File: src/sv/npf_pkg.sv
// ----------------------------------------------------------------------------
// npf_pkg: shared types for the next prime finder
// Sequencer state codes and the status bundle of the bit-serial remainder unit.
// ----------------------------------------------------------------------------
package npf_pkg;

  // Sequencer states, one-hot
  typedef enum logic [5:0] {
    ST_IDLE  = 6'b000001,
    ST_TEST  = 6'b000010,
    ST_DIV   = 6'b000100,
    ST_CHECK = 6'b001000,
    ST_NEXT  = 6'b010000,
    ST_DONE  = 6'b100000
  } npf_state_e;

  // Remainder unit status towards the sequencer
  typedef struct packed {
    logic busy;  // division in progress
    logic done;  // one-cycle pulse, remainder valid
    logic zero;  // remainder is zero (valid with done)
  } npf_rem_sts_t;

endpackage

File: src/sv/npf_rem.sv
// ----------------------------------------------------------------------------
// npf_rem: bit-serial remainder unit
// Restoring division, one dividend bit per cycle from the MSB down; only the
// remainder is kept. Done pulses once the last dividend bit has been taken in.
// ----------------------------------------------------------------------------
module npf_rem #(
  parameter int DATA_WIDTH = 32,
  parameter int DIV_WIDTH  = 18
) (
  input  logic                    clk_i,
  input  logic                    rst_ni,
  input  logic                    start_i,
  input  logic [DATA_WIDTH-1:0]   dividend_i,
  input  logic [DIV_WIDTH-1:0]    divisor_i,
  output npf_pkg::npf_rem_sts_t   sts_o
);
  import npf_pkg::*;

  localparam int CntW = $clog2(DATA_WIDTH + 1);

  logic [DATA_WIDTH-1:0] sh_q, sh_d;
  logic [DIV_WIDTH-1:0]  rem_q, rem_d;
  logic [CntW-1:0]       cnt_q, cnt_d;
  logic                  busy_q, busy_d;
  logic                  done_q, done_d;
  logic [DIV_WIDTH:0]    trial;
  logic [DIV_WIDTH:0]    diff;

  // One restoring step: bring in the next bit, subtract if it fits
  assign trial = {rem_q, sh_q[DATA_WIDTH-1]};
  assign diff  = trial - {1'b0, divisor_i};

  always_comb begin
    sh_d   = sh_q;
    rem_d  = rem_q;
    cnt_d  = cnt_q;
    busy_d = busy_q;
    done_d = 1'b0;
    if (busy_q) begin
      sh_d  = {sh_q[DATA_WIDTH-2:0], 1'b0};
      rem_d = (trial >= {1'b0, divisor_i}) ? diff[DIV_WIDTH-1:0]
                                           : trial[DIV_WIDTH-1:0];
      cnt_d = cnt_q - CntW'(1);
      if (cnt_q == CntW'(1)) begin
        busy_d = 1'b0;
        done_d = 1'b1;
      end
    end else if (start_i) begin
      sh_d   = dividend_i;
      rem_d  = '0;
      cnt_d  = CntW'(DATA_WIDTH);
      busy_d = 1'b1;
    end
  end

  // Control state
  always_ff @(posedge clk_i or negedge rst_ni) begin
    if (!rst_ni) begin
      busy_q <= 1'b0;
      done_q <= 1'b0;
      cnt_q  <= '0;
    end else begin
      busy_q <= busy_d;
      done_q <= done_d;
      cnt_q  <= cnt_d;
    end
  end

  // Datapath
  always_ff @(posedge clk_i) begin
    sh_q  <= sh_d;
    rem_q <= rem_d;
  end

  assign sts_o.busy = busy_q;
  assign sts_o.done = done_q;
  assign sts_o.zero = (rem_q == '0);

endmodule

File: src/sv/next_prime_finder.sv
// ----------------------------------------------------------------------------
// next_prime_finder: smallest prime at or above a signed start value
// Trial division by 2, 3 and then 5, 7, 11, 13, ... while d*d <= candidate.
// ----------------------------------------------------------------------------
// Usage:
//   Input item on s_axis: tdata carries start_value (signed). Any value below
//   two gives two. Output item on m_axis: tdata carries next_prime.
//   One item is searched at a time; s_axis_tready_o is high only while the
//   sequencer is idle. A found prime goes to an output register, so the next
//   item can be taken while the result waits for m_axis_tready_i.
// Search:
//   Each trial division runs in the bit-serial remainder unit. An odd
//   candidate above 3 takes one division by 3 and one by each odd divisor
//   not divisible by 3 up to its square root, plus sequencing; composites
//   stop at their first factor. Total time is the sum over all candidates
//   tried.
// Reset:
//   Asynchronous, active low; the block returns to idle with no result held.
//   A stalled receiver holds the result; a further prime waits in the
//   sequencer until the output register is free.
// ----------------------------------------------------------------------------
module next_prime_finder #(
  parameter int DATA_WIDTH = 32
) (
  input  logic                                  clk_i,
  input  logic                                  rst_ni,
  input  logic                                  s_axis_tvalid_i,
  output logic                                  s_axis_tready_o,
  // [DATA_WIDTH-1:0] start_value, zero padding above
  input  logic [((DATA_WIDTH+7)/8)*8-1:0]       s_axis_tdata_i,
  output logic                                  m_axis_tvalid_o,
  input  logic                                  m_axis_tready_i,
  // [DATA_WIDTH-2:0] next_prime, zero padding above
  output logic [((DATA_WIDTH+6)/8)*8-1:0]       m_axis_tdata_o
);
  import npf_pkg::*;

  localparam int W     = DATA_WIDTH;
  localparam int DW    = (W + 1) / 2 + 2;
  localparam int SW    = W + 2;
  localparam int OutTw = ((W + 6) / 8) * 8;

  npf_state_e      state_q, state_d;
  logic [W-1:0]    cand_q, cand_d;
  logic [DW-1:0]   div_q, div_d;
  logic [SW-1:0]   sq_q, sq_d;
  logic            step4_q, step4_d;
  logic [W-2:0]    out_q, out_d;
  logic            out_vld_q, out_vld_d;
  logic            div_start;
  logic            in_acc;
  logic [W-1:0]    in_val;
  npf_rem_sts_t    rem_sts;

  npf_rem #(
    .DATA_WIDTH (W),
    .DIV_WIDTH  (DW)
  ) u_rem (
    .clk_i      (clk_i),
    .rst_ni     (rst_ni),
    .start_i    (div_start),
    .dividend_i (cand_q),
    .divisor_i  (div_q),
    .sts_o      (rem_sts)
  );

  assign s_axis_tready_o = (state_q == ST_IDLE);
  assign in_acc          = s_axis_tvalid_i && s_axis_tready_o;
  assign in_val          = s_axis_tdata_i[W-1:0];

  // Sequencer
  always_comb begin
    state_d   = state_q;
    cand_d    = cand_q;
    div_d     = div_q;
    sq_d      = sq_q;
    step4_d   = step4_q;
    out_d     = out_q;
    out_vld_d = out_vld_q;
    div_start = 1'b0;
    if (m_axis_tvalid_o && m_axis_tready_i) begin
      out_vld_d = 1'b0;
    end
    unique case (state_q)
      ST_IDLE: begin
        if (in_acc) begin
          // negative, zero or one starts the search at two
          if (in_val[W-1] || (in_val < W'(2))) begin
            cand_d = W'(2);
          end else begin
            cand_d = in_val;
          end
          state_d = ST_TEST;
        end
      end
      ST_TEST: begin
        if ((cand_q == W'(2)) || (cand_q == W'(3))) begin
          state_d = ST_DONE;
        end else if (!cand_q[0]) begin
          state_d = ST_NEXT;
        end else begin
          div_d     = DW'(3);
          div_start = 1'b1;
          state_d   = ST_DIV;
        end
      end
      ST_DIV: begin
        if (rem_sts.done) begin
          if (rem_sts.zero) begin
            state_d = ST_NEXT;
          end else begin
            // divisors 5, 7, 11, 13, ... with their squares kept alongside
            if (div_q == DW'(3)) begin
              div_d   = DW'(5);
              sq_d    = SW'(25);
              step4_d = 1'b0;
            end else if (step4_q) begin
              div_d   = div_q + DW'(4);
              sq_d    = sq_q + (SW'(div_q) << 3) + SW'(16);
              step4_d = 1'b0;
            end else begin
              div_d   = div_q + DW'(2);
              sq_d    = sq_q + (SW'(div_q) << 2) + SW'(4);
              step4_d = 1'b1;
            end
            state_d = ST_CHECK;
          end
        end
      end
      ST_CHECK: begin
        if (sq_q > SW'(cand_q)) begin
          state_d = ST_DONE;
        end else begin
          div_start = 1'b1;
          state_d   = ST_DIV;
        end
      end
      ST_NEXT: begin
        cand_d  = cand_q + W'(1);
        state_d = ST_TEST;
      end
      ST_DONE: begin
        // wait for a free output register
        if (!out_vld_q || m_axis_tready_i) begin
          out_d     = cand_q[W-2:0];
          out_vld_d = 1'b1;
          state_d   = ST_IDLE;
        end
      end
      default: begin
        state_d = ST_IDLE;
      end
    endcase
  end

  // Control state
  always_ff @(posedge clk_i or negedge rst_ni) begin
    if (!rst_ni) begin
      state_q   <= ST_IDLE;
      out_vld_q <= 1'b0;
    end else begin
      state_q   <= state_d;
      out_vld_q <= out_vld_d;
    end
  end

  // Datapath
  always_ff @(posedge clk_i) begin
    cand_q  <= cand_d;
    div_q   <= div_d;
    sq_q    <= sq_d;
    step4_q <= step4_d;
    out_q   <= out_d;
  end

  assign m_axis_tvalid_o = out_vld_q;
  assign m_axis_tdata_o  = OutTw'(out_q);

endmodule
File: config.mk
export PLATFORM = sky130hd
export DESIGN_NAME = next_prime_finder
export DESIGN_NICKNAME = d
export VERILOG_FILES = /design/src/sv/npf_pkg.sv /design/src/sv/npf_rem.sv /design/src/sv/next_prime_finder.sv
export SDC_FILE = /design/constraint.sdc
export NUM_CORES = 1
export LEC_CHECK = 0
export BUFFER_PORTS_ARGS = -buffer_cell sky130_fd_sc_hd__buf_4
export CAP_MARGIN = 10
export CORE_MARGIN = 1.5
export CORE_UTILIZATION = 60
export CTS_CLUSTER_SIZE = 14
export DETAILED_ROUTE_END_ITERATION = 8
export PLACE_DENSITY = 0.88
export SLEW_MARGIN = 10
export SYNTH_ARGS = -nofsm -noshare
export SYNTH_HDL_FRONTEND = slang
export SYNTH_SLANG_ARGS = --single-unit
File: constraint.sdc
create_clock -name clk_i -period 8.9 [get_ports clk_i]
set_input_delay 0.89 -clock clk_i [delete_from_list [all_inputs] [get_ports clk_i]]
set_output_delay 0.89 -clock clk_i [all_outputs]
set_load 0.02 [all_outputs]
* Word level (Yosys, flattened, before mapping)
Cells that the tools add are included.
** Operators by class
- Reductions and logical operators :: 15
- Multipliers :: 0
- Add/subtract/negate cells :: 9
- Divide/modulo/power cells :: 0
- Equality and inequality tests :: 16
- Bitwise gates (word level) :: 1
- Magnitude comparators :: 3
- Shifts and indexed selects :: 0
- Muxes and demuxes :: 39
** Operator list (count)
- $mux 18 :: 9
- $mux 32 :: 4
- $eq 32x2->1 const B :: 2
- $pmux 32 s2 :: 1
- $mux 6 :: 7
- $pmux 18 s2 :: 1
- $pmux 6 s6 :: 1
- $add 34x20->34 :: 1
- $add 34x21->34 :: 1
- $add 34x3->34 const B :: 1
- $add 34x5->34 const B :: 1
- $gt 34x32->1 :: 1
- $mux 34 :: 1
- $add 32x1->32 const B :: 1
- $lt 32x2->1 const B :: 1
- $ge 19x18->1 :: 1
- $add 18x2->18 const B :: 1
- $add 18x3->18 const B :: 1
- $eq 18x2->1 const B :: 1
- $logic_not 18->1 :: 1
- $sub 18x18->18 :: 1
- $eq 6x1->1 const B :: 2
- $mux 1 :: 12
- $mux 5 :: 2
- 17 further kinds :: 28
** Storage, ports and cells
- Bits in latches :: 0
- Output and inout bits :: 34
- Memory bits (writable) :: 0
- Word-level logic and storage cells :: 96
- Bits of input ports :: 36
- Register bits :: 181
- Memories kept :: 0
- ROM bits :: 0

* Longest topological paths before layout
- Word-level depth :: 6
- Depth in mapped cells :: 14
- Gate-level depth less buffers :: 13

* Hierarchy
From an unflattened synthesis, not the netlist that was laid out.
** Unflattened totals
- Cell total of the unflattened synthesis :: 1269
- Area total of the unflattened synthesis :: 12504.5 um^2
** By module, submodules not included
- next_prime_finder :: times used 1, area an instance 8969.9 um^2, cells an instance 938
- npf_rem :: times used 1, area an instance 3534.6 um^2, cells an instance 331

* Worst setup path after synthesis
No wires, ideal clock.
- Kind :: flip-flop to flip-flop
- Start point :: reg cand_q[16]
- End point :: reg u_rem.rem_q[0], enable pin
- Library setup time :: 0.589 ns
- Path slack :: 5.244 ns
- Arrival :: 3.067 ns
- Period minus slack after synthesis :: 3.656 ns
- Cell stages (with the launch flop) :: 12
- Buffers on the path :: 2
- Path through :: edfxtp_1 inv_1 ha_1 nand4_1 nor4_1 a221oi_1 a21boi_0 o31ai_1 a211oi_1 buf_4 buf_6 nand2_1
** Between the ends
- Cells in the longest elaborated chain, start to end :: 5
- Elaborated cells on any way between the ends :: 8
** Ends and longest elaborated chain
- start: declaration :: line next_prime_finder.sv:44 : logic [W-1:0] cand_q, cand_d;
- start signal: assignment :: line next_prime_finder.sv:169 : cand_q <= cand_d;
- branches (longest 3 deep; another with $gt 34x32->1)
- $pmux 1 s2 (*) :: line next_prime_finder.sv:84 : unique case (state_q)
- $reduce_bool 2->1 (no source line) (*)
- end signal: assignment :: line npf_rem.sv:72 : rem_q <= rem_d;
- end: declaration :: line npf_rem.sv:22 : logic [DIV_WIDTH-1:0] rem_q, rem_d;
Mark *: on every way between the ends.
A chain may end at the register's enable or synchronous reset.

* Worst setup path after layout
- Start point :: reg div_q[1]
- End point :: reg sq_q[29] (data pin)
** Between the ends
- Cells in the longest elaborated chain, start to end :: 3
- Elaborated cells on any way between the ends :: 6
** Ends and longest elaborated chain
- start: declaration :: line next_prime_finder.sv:45 : logic [DW-1:0] div_q, div_d;
- start signal: assignment :: line next_prime_finder.sv:170 : div_q <= div_d;
- $add 34x20->34 or $add 34x21->34 (tied branches) :: line next_prime_finder.sv:123, next_prime_finder.sv:119
- $add 34x3->34 or $add 34x5->34 (tied branches) :: line next_prime_finder.sv:123, next_prime_finder.sv:119
- $mux 34 :: line next_prime_finder.sv:117 : end else if (step4_q) begin
- end signal: assignment :: line next_prime_finder.sv:171 : sq_q <= sq_d;
- end: declaration :: line next_prime_finder.sv:46 : logic [SW-1:0] sq_q, sq_d;
Several ways; a longest one is shown, not always the timed one.

==> impl_metrics.py <==
metrics = {
    "grt": {
        "gr-usage-met1": 0.382,
        "grt_pass1_wl_um": 48600,
        "antenna_found_initial": 0,
        "grt_pass1_vias": 9612,
        "grt_overflow": 0,
        "grt_max_degree": 74,
        "track_usage": 0.285,
        "grt-busiest-layer": "met2",
        "use_met3": 0.0455,
        "grt.met2_usage": 0.465,
    },
    "cts": {
        "cts_resized": 0,
        "cts_setup_buffers": 0,
        "cts.clk_slew.worst_paths_ns": 0.07,
        "root_buffer": "clkbuf_16",
        "cts_num_sinks": 177,
        "cts_tree": "yes",
        "hold_buffers": 0,
        "cts_buffers": 17,
        "clk_latency_ns": 0.44,
        "htreeDepth": 4,
        "cts_buffer_depth": 2,
    },
    "logic_synthesis": {
        "synthFlopType": "edfxtp_1",
        "ys_seq_elements": 177,
        "synth_edf_count": 161,
        "ys_seq_area_frac": 0.430,
        "yosysTopAreaCell": "edfxtp_1",
        "ys_warn_count": 0,
        "yosysTopAreaCellShare": 0.398,
        "syn_avg_cell_area_um2": 9.97,
        "netlist_area_um2": 12200,
        "synth_cell_types": 80,
        "synth_nets": 1383,
        "syn_inst": 1220,
        "async_flop_share": 0.0847,
        "yosys-top-cells-area": "edfxtp_1 (40%), ha_1 (13%), xnor2_1 (4.8%)",
    },
    "critical_path": {
        "crit_path_max_incr_delay_ns": 0.74,
        "r2r-start": "div_q[1]$_SDFFCE_PP1P_",
        "reg2reg_slack_ns": 5.04,
        "reg2reg_to": "sq_q[29]$_SDFFCE_PP0P_",
        "rr_worst_depth": 11,
        "path_cells": "inv_1 -> ha_1 -> inv_1 -> ha_1 -> a211oi_1 -> o21ai_0 -> a21bo_2 -> o31a_1 -> a31oi_1 -> or4_1 -> a21oi_1",
        "worstPathBufferInverterCount": 2,
        "required_ns": 9.04,
        "crit_family": "compound AO/OA/AOI/OAI gates",
        "critPathKind": "reg -> reg",
        "start_kind": "register",
        "arrival_ns": 3.99,
        "cp_max_fo": 12,
        "end_kind": "register",
        "crit_slowest_cell": "a31oi_1",
    },
    "layout": {
        "layout.cells.non_filler": 1555,
        "antenna_cells": 0,
        "fin_nets": 1440,
        "layout_common_cells": "edfxtp_1 (161), nand2_1 (138), ha_1 (124)",
        "area_delta_synth_final_pct": 11.2,
        "final_common_cell": "edfxtp_1",
        "drive_gt1_frac": 0.109,
    },
    "flow_run": {
        "cap_violations": 0,
    },
    "timing": {
        "finalMaxSlewViolations": 0,
        "relSlewSlack": 0.263,
        "tightest_slew_ns": 1.11,
        "hold_viol_final": 0,
        "period_share": 0.433,
        "finClkSkew_ns": 0.0130,
        "min_period_ns": 3.86,
        "rsz0062_at_grt": "false",
        "worst_hold_slack_ns": 0.287,
        "setup_violations": 0,
        "tns_ns": 0,
        "fin_ws_ns": 5.04,
        "timing.fmax_mhz": 259,
    },
    "die": {
        "dieWidth_um": 145,
        "die_h_um": 145,
        "coreArea_um2": 19700,
        "start_util": 0.619,
        "rows": 51,
        "io_pins": 70,
        "dieArea_um2": 21100,
    },
    "worst_hold_path": {
        "hp-class": "in -> async",
    },
    "placement": {
        "routabilityCongestion": 0.890,
        "io_buffers": 68,
        "dp_hpwl_um": 21800,
        "place_inst": 1523,
        "dpl_worst_slack_ns": 5.18,
    },
    "drt": {
        "drc_errors": 0,
        "routed_wl_um": 29900,
        "antenna_left": 0,
        "dr.pass1.iters": 5,
        "via_per_inst": 6.48,
        "vias": 10100,
        "drt_iter0_markers": 999,
        "wl_per_cell_um": 19.2,
    },
    "pwr": {
        "vdd_drop_max_uv": 151,
        "cellPowerDensity_nw_per_um2": 262,
        "p_total_mw": 3.54,
        "p_leak_nw": 5.47,
    },
    "run_status": {
        "status": "finished, final reports clean",
    },
}
## logic make-up (layout without fill, tap and decap cells)
family / after synthesis / in the layout / share of synthesized area
other cells: 1 / 1 / 0.000308
simple gates: 391 / 391 / 0.157
compound gates: 305 / 305 / 0.166
xor+xnor: 84 / 84 / 0.0605
buf+inv: 118 / 188 / 0.0393
fa+ha+maj: 127 / 127 / 0.133
mux: 17 / 17 / 0.0142
flops: 177 / 177 / 0.430
## power by group
group / internal, mW / switching [mW] / leakage [nW]
logic: 0.554 / 0.853 / 3.43
clock network: 0.409 / 0.350 / 0.299
registers: 1.20 / 0.169 / 1.74
## through the flow
step | area, um2 | utilization
detailed placement | 12900 | 0.658
finish | 13500 | 0.688
global placement | 12900 | 0.658
floorplan | 12200 | -
CTS | 13500 | 0.688
global route | 13500 | 0.688
## synth_stat cells, types with 6 or more instances
cell type	number
edfxtp_1	161
nand2_1	139
ha_1	124
inv_1	75
a21oi_1	71
nor2_1	71
o21ai_0	71
xnor2_1	66
o31ai_1	47
nand3_1	33
nor4_1	30
clkbuf_1	29
nor3_1	24
nand4_1	22
a21o_1	19
xor2_1	18
and3_1	15
mux2i_1	15
dfrtp_1	14
a211oi_1	13
or4_1	13
a31oi_1	10
o21a_1	9
or3_1	9
nand2b_1	7
o211ai_1	7
nand3b_1	6
## sequential cells by signal, summed over array words and instances (netlist names)
register         cells
cand_q              32
u_rem.done_q         1
div_q               17
u_rem.rem_q         18
u_rem.sh_q          32
step4_q              1
u_rem.cnt_q          6
sq_q                31
u_rem.busy_q         1
out_q               31
m_axis_tvalid_o      1
state_q              6
## how the worst max path moves through the flow
stage	start	to	slack (ns)	cells past startpoint
finish	div_q[1]$_SDFFCE_PP1P_	sq_q[29]$_SDFFCE_PP0P_	5.04	11
CTS	div_q[1]$_SDFFCE_PP1P_	sq_q[29]$_SDFFCE_PP0P_	5.14	11
global placement	div_q[7]$_SDFFCE_PP0P_	sq_q[31]$_SDFFCE_PP0P_	5.28	9
floorplan	cand_q[16]$_DFFE_PP_	u_rem.rem_q[0]$_SDFFCE_PN0P_	5.24	11
detailed placement	div_q[1]$_SDFFCE_PP1P_	sq_q[25]$_SDFFCE_PP0P_	5.18	11
global route	div_q[7]$_SDFFCE_PP0P_	sq_q[29]$_SDFFCE_PP0P_	4.85	9
## metal layers
layer	routed length (um)	vias to the layer above
li1	-	4711
met1	12400	4739
met2	14000	552
met3	2640	68
met4	937	0
met5	0	-
## layout make-up
class / instances / area [um2]
clock buffer: 21 / 492
clock inverter: 11 / 106
fill: 1349 / 6130
inverter: 77 / 289
multi-input combinational: 925 / 6480
sequential: 177 / 5230
tap: 265 / 332
timing repair buffer: 79 / 593
## worst reg2reg max path: stages, from the launching register on
cell and delay (ns):
edfxtp_1 0.50, inv_1 0.18, ha_1 0.22, inv_1 0.06, ha_1 0.29, a211oi_1 0.42
o21ai_0 0.26, a21bo_2 0.28, o31a_1 0.29, a31oi_1 0.74, or4_1 0.24, a21oi_1 0.07
Note: power is estimated with default switching activity, not from simulation.
